**src/hw/rtl/gfau_pkg.sv**
```systemverilog
package gfau_pkg;

  // field element width and exponent width
  localparam int unsigned FieldW = 8;
  localparam int unsigned ExpW = 16;

  // one chain cell per exponent bit
  localparam int unsigned NumCells = ExpW;

  // exponent that turns a^e into the inverse: 2^FieldW - 2
  localparam logic [ExpW-1:0] InvExp = ExpW'((1 << FieldW) - 2);

  // reset value of the reducing polynomial (x^8 + x^4 + x^3 + x^2 + 1)
  localparam logic [FieldW-1:0] PolyReset = FieldW'(29);

  // operation codes
  typedef enum logic [2:0] {
    OP_ADD = 3'd0,
    OP_MUL = 3'd1,
    OP_DIV = 3'd2,
    OP_POW = 3'd3,
    OP_INV = 3'd4
  } gfau_op_e;

  // payload carried from cell to cell
  typedef struct packed {
    logic              err;
    logic [FieldW-1:0] acc;
    logic [FieldW-1:0] base;
    logic [ExpW-1:0]   exp;
  } gfau_data_t;

  // shift-and-add carry-less product reduced by x^FieldW + poly
  function automatic logic [FieldW-1:0] gf_mul(input logic [FieldW-1:0] a,
                                               input logic [FieldW-1:0] b,
                                               input logic [FieldW-1:0] poly);
    logic [FieldW-1:0] acc;
    logic [FieldW-1:0] x;
    acc = '0;
    x = a;
    for (int i = 0; i < FieldW; i++) begin
      if (b[i]) begin
        acc = acc ^ x;
      end
      x = {x[FieldW-2:0], 1'b0} ^ (x[FieldW-1] ? poly : '0);
    end
    return acc;
  endfunction

endpackage

```
**src/hw/rtl/gfau_intf.sv**
```systemverilog
// request channel
interface gfau_req_if;
  import gfau_pkg::*;
  logic              valid;
  logic              ready;
  logic [2:0]        req_type;
  logic [FieldW-1:0] operand_a;
  logic [FieldW-1:0] operand_b;
  logic [ExpW-1:0]   exponent;

  modport source (output valid, output req_type, output operand_a, output operand_b,
                  output exponent, input ready);
  modport sink (input valid, input req_type, input operand_a, input operand_b,
                input exponent, output ready);
endinterface

// response channel
interface gfau_rsp_if;
  import gfau_pkg::*;
  logic              valid;
  logic              ready;
  logic [FieldW-1:0] result;
  logic              div_by_zero;

  modport source (output valid, output result, output div_by_zero, input ready);
  modport sink (input valid, input result, input div_by_zero, output ready);
endinterface

```
**src/hw/rtl/gfau_cell.sv**
```systemverilog
module gfau_cell import gfau_pkg::*; (
  input  logic              clk_i,
  input  logic              rst_ni,
  input  logic              en_i,
  input  logic [FieldW-1:0] poly_i,
  input  logic              valid_i,
  input  gfau_data_t        data_i,
  output logic              valid_o,
  output gfau_data_t        data_o
);

  logic       valid_q;
  gfau_data_t data_d;
  gfau_data_t data_q;

  // one square-and-multiply step on the low exponent bit
  always_comb begin
    data_d.err  = data_i.err;
    data_d.acc  = data_i.exp[0] ? gf_mul(data_i.acc, data_i.base, poly_i) : data_i.acc;
    data_d.base = gf_mul(data_i.base, data_i.base, poly_i);
    data_d.exp  = data_i.exp >> 1;
  end

  // valid bit
  always_ff @(posedge clk_i or negedge rst_ni) begin
    if (!rst_ni) begin
      valid_q <= 1'b0;
    end else if (en_i) begin
      valid_q <= valid_i;
    end
  end

  // payload
  always_ff @(posedge clk_i) begin
    if (en_i) begin
      data_q <= data_d;
    end
  end

  assign valid_o = valid_q;
  assign data_o  = data_q;

  // a request moving in is held by this cell on the next cycle
  a_cell_advance: assert property (@(posedge clk_i) disable iff (!rst_ni)
    en_i && valid_i |=> valid_q)
    else $error("cell lost a request");

endmodule

```
**src/hw/rtl/gf256_arithmetic_unit_top.sv**
```systemverilog
// GF(2^8) arithmetic unit.
// Requests arrive on req (valid/ready) with req_type, operand_a, operand_b and
// exponent; one response per request leaves on rsp with result and
// div_by_zero, in request order. Operations: add (xor), multiply, divide,
// power and inverse. Every operation runs as square-and-multiply through a
// chain of 16 cells, one per exponent bit; multiply uses exponent 1, inverse
// and divide use exponent 254.
// Each cell registers a request in turn; rsp shows the last cell's output.
// Throughput: one request per cycle unless rsp stalls; each cell holds two
// 8x8 field multipliers. The reducing polynomial is written through cfg_we_i /
// cfg_wdata_i; the user writes it only while the unit is idle, which the unit
// does not enforce. Reset loads 0x1D and empties the chain.
// When rsp stalls, the whole chain holds and req.ready drops; it rises again
// in the cycle the last cell is taken or empty.
module gf256_arithmetic_unit_top import gfau_pkg::*; (
  input  logic              clk_i,
  input  logic              rst_ni,
  gfau_req_if.sink          req,
  gfau_rsp_if.source        rsp,
  input  logic              cfg_we_i,
  input  logic [FieldW-1:0] cfg_wdata_i
);

  logic [FieldW-1:0] poly_q;
  logic              en;
  gfau_data_t        prep;
  logic              valid_s [NumCells+1];
  gfau_data_t        data_s  [NumCells+1];

  // reducing polynomial register
  always_ff @(posedge clk_i or negedge rst_ni) begin
    if (!rst_ni) begin
      poly_q <= PolyReset;
    end else if (cfg_we_i) begin
      poly_q <= cfg_wdata_i;
    end
  end

  // chain advances unless the last cell holds an untaken response
  assign en        = !valid_s[NumCells] || rsp.ready;
  assign req.ready = en;

  // map each operation onto acc * base^exp
  always_comb begin
    prep.err  = 1'b0;
    prep.acc  = '0;
    prep.base = '0;
    prep.exp  = '0;
    case (req.req_type)
      OP_ADD: begin
        prep.acc = req.operand_a ^ req.operand_b;
      end
      OP_MUL: begin
        prep.acc  = req.operand_a;
        prep.base = req.operand_b;
        prep.exp  = ExpW'(1);
      end
      OP_DIV: begin
        prep.acc  = req.operand_a;
        prep.base = req.operand_b;
        prep.exp  = InvExp;
        prep.err  = (req.operand_b == '0);
      end
      OP_POW: begin
        prep.acc  = FieldW'(1);
        prep.base = req.operand_a;
        prep.exp  = req.exponent;
      end
      OP_INV: begin
        prep.acc  = FieldW'(1);
        prep.base = req.operand_a;
        prep.exp  = InvExp;
      end
      default: begin
        prep.acc = '0;
      end
    endcase
  end

  assign valid_s[0] = req.valid;
  assign data_s[0]  = prep;

  // chain of square-and-multiply cells
  for (genvar k = 0; k < NumCells; k++) begin : g_cell
    gfau_cell u_cell (
      .clk_i   (clk_i),
      .rst_ni  (rst_ni),
      .en_i    (en),
      .poly_i  (poly_q),
      .valid_i (valid_s[k]),
      .data_i  (data_s[k]),
      .valid_o (valid_s[k+1]),
      .data_o  (data_s[k+1])
    );
  end

  // response
  assign rsp.valid       = valid_s[NumCells];
  assign rsp.result      = data_s[NumCells].acc;
  assign rsp.div_by_zero = data_s[NumCells].err;

  // a zero divisor always leaves a zero result
  a_dbz_zero: assert property (@(posedge clk_i) disable iff (!rst_ni)
    rsp.valid && rsp.div_by_zero |-> rsp.result == '0)
    else $error("division by zero with nonzero result");

  // an accepted request enters the first cell
  a_enter: assert property (@(posedge clk_i) disable iff (!rst_ni)
    req.valid && req.ready |=> valid_s[1])
    else $error("accepted request not in first cell");

endmodule
```
**src/flat_wrapper.sv**
```systemverilog
// flat-port wrapper written by rule: the top's interface ports become plain ports
module gf256_arithmetic_unit_top_flat import gfau_pkg::*;
  (clk_i, rst_ni, cfg_we_i, cfg_wdata_i, req_valid, req_req_type, req_operand_a, req_operand_b, req_exponent, req_ready, rsp_valid, rsp_result, rsp_div_by_zero, rsp_ready);
  gfau_req_if req_i ();
  gfau_rsp_if rsp_i ();
  input  logic clk_i;
  input  logic rst_ni;
  input  logic cfg_we_i;
  input  logic [FieldW-1:0] cfg_wdata_i;
  input wire logic [$bits(req_i.valid)-1:0] req_valid;
  input wire logic [$bits(req_i.req_type)-1:0] req_req_type;
  input wire logic [$bits(req_i.operand_a)-1:0] req_operand_a;
  input wire logic [$bits(req_i.operand_b)-1:0] req_operand_b;
  input wire logic [$bits(req_i.exponent)-1:0] req_exponent;
  output wire logic [$bits(req_i.ready)-1:0] req_ready;
  output wire logic [$bits(rsp_i.valid)-1:0] rsp_valid;
  output wire logic [$bits(rsp_i.result)-1:0] rsp_result;
  output wire logic [$bits(rsp_i.div_by_zero)-1:0] rsp_div_by_zero;
  input wire logic [$bits(rsp_i.ready)-1:0] rsp_ready;
  assign req_i.valid = req_valid;
  assign req_i.req_type = req_req_type;
  assign req_i.operand_a = req_operand_a;
  assign req_i.operand_b = req_operand_b;
  assign req_i.exponent = req_exponent;
  assign req_ready = req_i.ready;
  assign rsp_valid = rsp_i.valid;
  assign rsp_result = rsp_i.result;
  assign rsp_div_by_zero = rsp_i.div_by_zero;
  assign rsp_i.ready = rsp_ready;
  gf256_arithmetic_unit_top u_core (.clk_i(clk_i), .rst_ni(rst_ni), .req(req_i), .rsp(rsp_i), .cfg_we_i(cfg_we_i), .cfg_wdata_i(cfg_wdata_i));
endmodule
```
**config.mk**
```make
export PLATFORM = sky130hd
export DESIGN_NAME = gf256_arithmetic_unit_top_flat
export DESIGN_NICKNAME = d
export VERILOG_FILES = /design/src/hw/rtl/gfau_pkg.sv /design/src/hw/rtl/gfau_intf.sv /design/src/hw/rtl/gfau_cell.sv /design/src/hw/rtl/gf256_arithmetic_unit_top.sv /design/src/flat_wrapper.sv
export SDC_FILE = /design/constraint.sdc
export NUM_CORES = 2
export LEC_CHECK = 0
export BUFFER_PORTS_ARGS = -buffer_cell sky130_fd_sc_hd__buf_2
export CORE_MARGIN = 2
export CORE_UTILIZATION = 30
export DETAILED_ROUTE_END_ITERATION = 12
export GPL_TIMING_DRIVEN = 1
export PLACE_DENSITY = 0.53
export SYNTH_ARGS = -nofsm -noshare
export SYNTH_HDL_FRONTEND = slang
export SYNTH_SLANG_ARGS = --single-unit
```
**constraint.sdc**
```tcl
create_clock -name clk_i -period 11.75 [get_ports clk_i]
set_clock_uncertainty 0.05 [all_clocks]
set_input_delay 0 -clock clk_i [delete_from_list [all_inputs] [get_ports clk_i]]
set_output_delay 0 -clock clk_i [all_outputs]
set_load 0.02 [all_outputs]
```
; ---- Word level (Yosys, flattened, before mapping)
; Cells that the tools add are included.
[totals]
register_bits = 408
latch_bits = 0
ram_bits = 0
mem_bits_ro = 0
out_inout_bits = 11
memories = 0
[classes]
add_sub_neg = 0
multipliers = 0
div_mod_pow = 0
n_lt_le_gt_ge = 0
n_eq_ne = 4
shifts = 0
mux = 483
bitwise = 435
reduce_logical = 6
[ops]
columns = op, count
row1 = 2-to-1 mux 8 bit, 481
row2 = bitwise XOR 8 bit, 435
row3 = case mux 24 bit (4 select lines), 1
row4 = case mux 8 bit (3 select lines), 1
row5 = logical NOT 8 bit, 1
row6 = == test 3 x 2 -> 1 bit (second input constant), 2
row7 = OR reduction 2 bit, 2
row8 = == test 3 x 1 -> 1 bit (second input constant), 1
row9 = == test 3 bit (second input constant), 1
row10 = logical NOT 3 bit, 1
row11 = logical NOT 1 bit, 1
row12 = logical OR 1 bit, 1

; ---- Longest topological paths before layout
[depth]
depth_word = 20
ltp_mapped = 21
depth_no_buf = 14

; ---- Hierarchy
; A second synthesis with hierarchy kept.
[unflattened]
cells_unflattened = 12238
area_unflattened_um2 = 91551.6
[modules_own_cells]
columns = mod, instances, cells_per_inst, area_each_um2, seq_area_each_um2
row1 = gfau_cell, 16, 757, 5657.9, 985.9
row2 = gf256_arithmetic_unit_top, 1, 126, 1024.7, 205.2

; ---- Worst setup path after synthesis
; No wires, ideal clock.
[synth_path]
path_type = register to register
from = register u_core.g_cell[15].u_cell.valid_q
to = register u_core.g_cell[10].u_cell.valid_q
setup_time_ns = 0.125
t_arrival_ns = 13.081
required_ns = 11.575
setup_slack_ns = -1.506
path_stages_with_launch = 5
path_buffers = 2
period_less_slack_ns = 13.256
path_cell_list = dfrtp_1 > nand2b_1 > clkbuf_1 > clkbuf_1 > mux2_2
[synth_via]
elab_chain_len = 2
[synth_lines]
columns = element, line_no
row1 = start: declaration, gfau_cell.sv:12  ; logic valid_q;
row2 = start signal: assignment, gfau_cell.sv:29  ; valid_q <= valid_i;
row3 = logical NOT 1 bit, gf256_arithmetic_unit_top.sv:40  ; assign en = !valid_s[NumCells] || rsp.ready;
row4 = logical OR 1 bit, gf256_arithmetic_unit_top.sv:40
row5 = net req_ready, flat_wrapper.sv:15  ; output wire logic [$bits(req_i.ready)-1:0] req_ready;
row6 = end signal: assignment, gfau_cell.sv:29
row7 = end: declaration, gfau_cell.sv:12
; The timed path passes the listed nets, and every way through them passes these cells.
; A chain may end at the register's enable or synchronous reset.

==> reports/qor.txt <==
hold path cells - 3
P&R area growth vs syn - 6.20%
number of synthesized register bits - 408
endpoint type of the worst setup path - flip-flop
cell depth of the worst flop-to-flop path - 16
min-delay worst type - primary input to flip-flop
Die X-Extent - 516 microns
standard-cell rows - 187
Slew Limit Fails - 0
num ports - 59
Synth area leaders - xnor2_1, edfxtp_1, nand2_1
Synth Instances - 11.3k
R2R Path Start - u_core.poly_q[7]
nets@finish - 10.6k
via count - 75.2k
Routed WL - 289 mm
Synth Flop Type - edfxtp_1
share of post-route cells with drive strength above 1 - 4.95%
CP arrival - 7.11 ns
area post-placement - 81000 sq um
FMAX - 0.149 GHz
die height - 516 microns
Final GP Congestion - 0.857
met2 usage - 33.4%
M1 GR Usage - 28.9%
RSZ-0062 raised after global routing - no
syn nets - 11.3k
worst path cell trace - buf_4 > nand2_4 > buf_4 > a21boi_0 > o21ai_0 > a21boi_0 > o32ai_1 > nor3_1 > xnor2_1 > mux2i_1 > o21ai_0 > xnor2_1 > and3_1 > o21ai_0 > xnor2_1 > mux2_2
Fillers - 28.0k
DRT Pass-1 Iters - 6
largest net degree at the start of global routing - 153
# Max-Cap Violations - 0
DRC violations left - 0
H-tree level count - 2
crit path time final - 6.71 ns
Synth Area per Inst - 6.97 sq um
Synth area leader - xnor2_1
GR Overflow Total - 0
Port-buffer cells - 58
Worst R2R End - u_core.g_cell[15].u_cell.data_o[25]
Synth top area share - 24.5%
post-synthesis sequential area ratio - 15.5%
Netlist Area Pre-Place - 78500 sq um
CP max FO - 53
clock root cell - clkbuf_16
Yosys Warn Count - 0
slowest stage delay, CP - 0.86 ns
ys async rst share - 5.88%
WS Path Type - flip-flop to flip-flop
Hold EP - u_core.g_cell[0].u_cell.data_o[11]
Slew @ Worst Pin - 1.24 ns
HPWL Detailed - 183 mm
Worst-path clk slew - 0.06 ns
met3 usage - 2.54%
Core ar. - 260000 sq um
library cells used by synthesis - 100
Vias/cell - 5.32
CTS Buffer Depth - 3
cts repair resizes - 0
critical path required time - 12.15 ns
DIE AREA - 266000 sq um
GRT Util Overall - 21.0%
drt wl/cell - 20.5 microns
final clock period utilization by the worst path - 57.1%
first-pass GRT wire length - 441 mm
Hold Crit Start - req_exponent[12]
CTS sink cnt - 408
post-route ant nets - 0
Detailed Route Iter0 Violations - 7129
Hold Fails Final Rpt - 0
setup total negative slack - 0 ns
dpl ws - 5.13 ns
CTS tree - done
Register Area - 12200 sq um
Post-Layout Inst Area - 83400 sq um
Final WS setup - 5.04 ns
Slew Limit Headroom - 17.1%
worst skew pair latency - 0.71 ns
area of the multi-input gates - 62100 sq um
status - complete, no violations
initial antenna violation count - 9
Post-synth EDFFs - 384
final core utilization - 32.1%
CP max stage cell - xnor2_1
flop2flop setup slack - 5.04 ns
GR peak layer - met2
CP Launch Type - flip-flop
final setup vio count - 0
initial core utilization - 30.2%
CTS Buf Count - 58
vias in the first global route - 69.2k
-- cell families (layout without fill, tap and decap cells) --
logic type | count (synthesis) | count (layout) | share of synthesized area [%]
AOI/OAI and AO/OA | 2121 | 2121 | 17.9
xor gates and xnor gates | 2915 | 2915 | 34.4
buffers and inverters | 1139 | 507 | 5.67
DFF | 408 | 408 | 15.5
muxes | 81 | 81 | 1.11
other | 0 | 2 | 0
and+or+nand+nor | 4596 | 4596 | 25.5
-- layout make-up --
cell class	count	area share, %
sequential	408	14.6
multi-input combinational	9713	74.5
antenna	2	0.00600
clock buffer	72	1.90
tap	3496	5.25
clock inverter	35	0.402
inverter	100	0.479
timing repair buffer	300	2.88
-- stage by stage --
stage / hold slack (ns) / cells
finish: 0.0688 / 14126
global route: 0.0819 / 14124
CTS: 0.0221 / 14124
detailed placement: -0.0306 / 13969
global placement: -0.0226 / 13969
floorplan: -0.346 / 11260
-- cell usage in the layout, fill, tap and decap left out, drive strengths merged, types with 59 or more instances in the layout --
master	n
nand3	284
o221ai	61
xor2	613
a221oi	59
a31oi	59
and3	103
clkbuf	72
and2	71
nor3	106
a211oi	98
a21oi	549
xnor2	2200
nor2b	121
xnor3	100
a21o	89
a32oi	67
nand3b	61
inv	105
edfxtp	384
nor2	551
nor3b	66
nand2	2879
buf	252
o21ai	532
nand2b	154
a22o	68
o211ai	61
-- cells in the mapped netlist, types with 28 or more instances --
| library cell | number |
|---|---|
| o21ai_0 | 509 |
| a32oi_1 | 67 |
| edfxtp_1 | 384 |
| xnor3_1 | 100 |
| nand2_1 | 2877 |
| mux2i_1 | 34 |
| a31oi_1 | 59 |
| a311o_1 | 28 |
| nor3_1 | 105 |
| mux2_2 | 47 |
| a221oi_1 | 59 |
| a2111o_1 | 28 |
| clkbuf_1 | 737 |
| nor3b_1 | 65 |
| or3_1 | 38 |
| o22ai_1 | 33 |
| o221ai_1 | 61 |
| nand2b_1 | 153 |
| a211o_1 | 37 |
| o211ai_1 | 59 |
| inv_1 | 95 |
| and2_1 | 71 |
| xor2_1 | 612 |
| o21a_1 | 32 |
| or2_2 | 35 |
| a22o_1 | 68 |
| a21boi_0 | 32 |
| a21oi_1 | 546 |
| buf_1 | 197 |
| nor2_1 | 550 |
| a21o_1 | 88 |
| nor2b_1 | 121 |
| o32a_1 | 29 |
| nand3b_1 | 61 |
| and3_1 | 103 |
| o31ai_1 | 52 |
| nand3_1 | 284 |
| nand4_1 | 48 |
| buf_2 | 89 |
| xnor2_1 | 2197 |
| a211oi_1 | 96 |
-- worst max-delay path: cells and delay by family, from the launching register on --
| kind | cells | cell delay, ns |
|---|---|---|
| mux | 2 | 0.52 |
| simple gates | 3 | 0.79 |
| xor+xnor | 3 | 1.86 |
| flops | 1 | 0.73 |
| buf+inv | 2 | 1.17 |
| compound gates | 6 | 1.26 |
-- worst max-delay path by stage --
stage / endpoint / cells after the start / slack (ns) / startpoint
after global routing: u_core.g_cell[15].u_cell.data_o[25] / 16 / 4.54 / u_core.poly_q[7]
after floorplan: u_core.g_cell[10].u_cell.valid_o / 4 / 4.99 / u_core.g_cell[15].u_cell.valid_o
after detailed placement: u_core.g_cell[15].u_cell.data_o[25] / 16 / 5.13 / u_core.poly_q[7]
final: u_core.g_cell[15].u_cell.data_o[25] / 16 / 5.04 / u_core.poly_q[7]
after global placement: u_core.g_cell[1].u_cell.data_o[25] / 15 / 5.28 / u_core.poly_q[5]
after CTS: u_core.g_cell[15].u_cell.data_o[25] / 16 / 5.11 / u_core.poly_q[7]
-- per-layer routing --
metal	part of all wire [%]	up-vias
met1	45	35602
met2	44	2644
met5	0.010	-
li1	-	36482
met4	4.0	6
met3	6.6	482
-- timing repair --
action / 4_1_cts / 5_1_grt
hold endpoints to repair: 77 / 0
hold buffers: 48 / 0
setup buffers: 0 / 0
-- sequential cells by signal (all words and copies together) (netlist names) --
register,flops
u_core.g_cell.u_cell.valid_o,16
u_core.poly_q,8
u_core.g_cell.u_cell.data_o,384
Power is left out: the tool's default activity adds up to more than one toggle a clock period on the data nets, which glitch-free logic cannot reach.
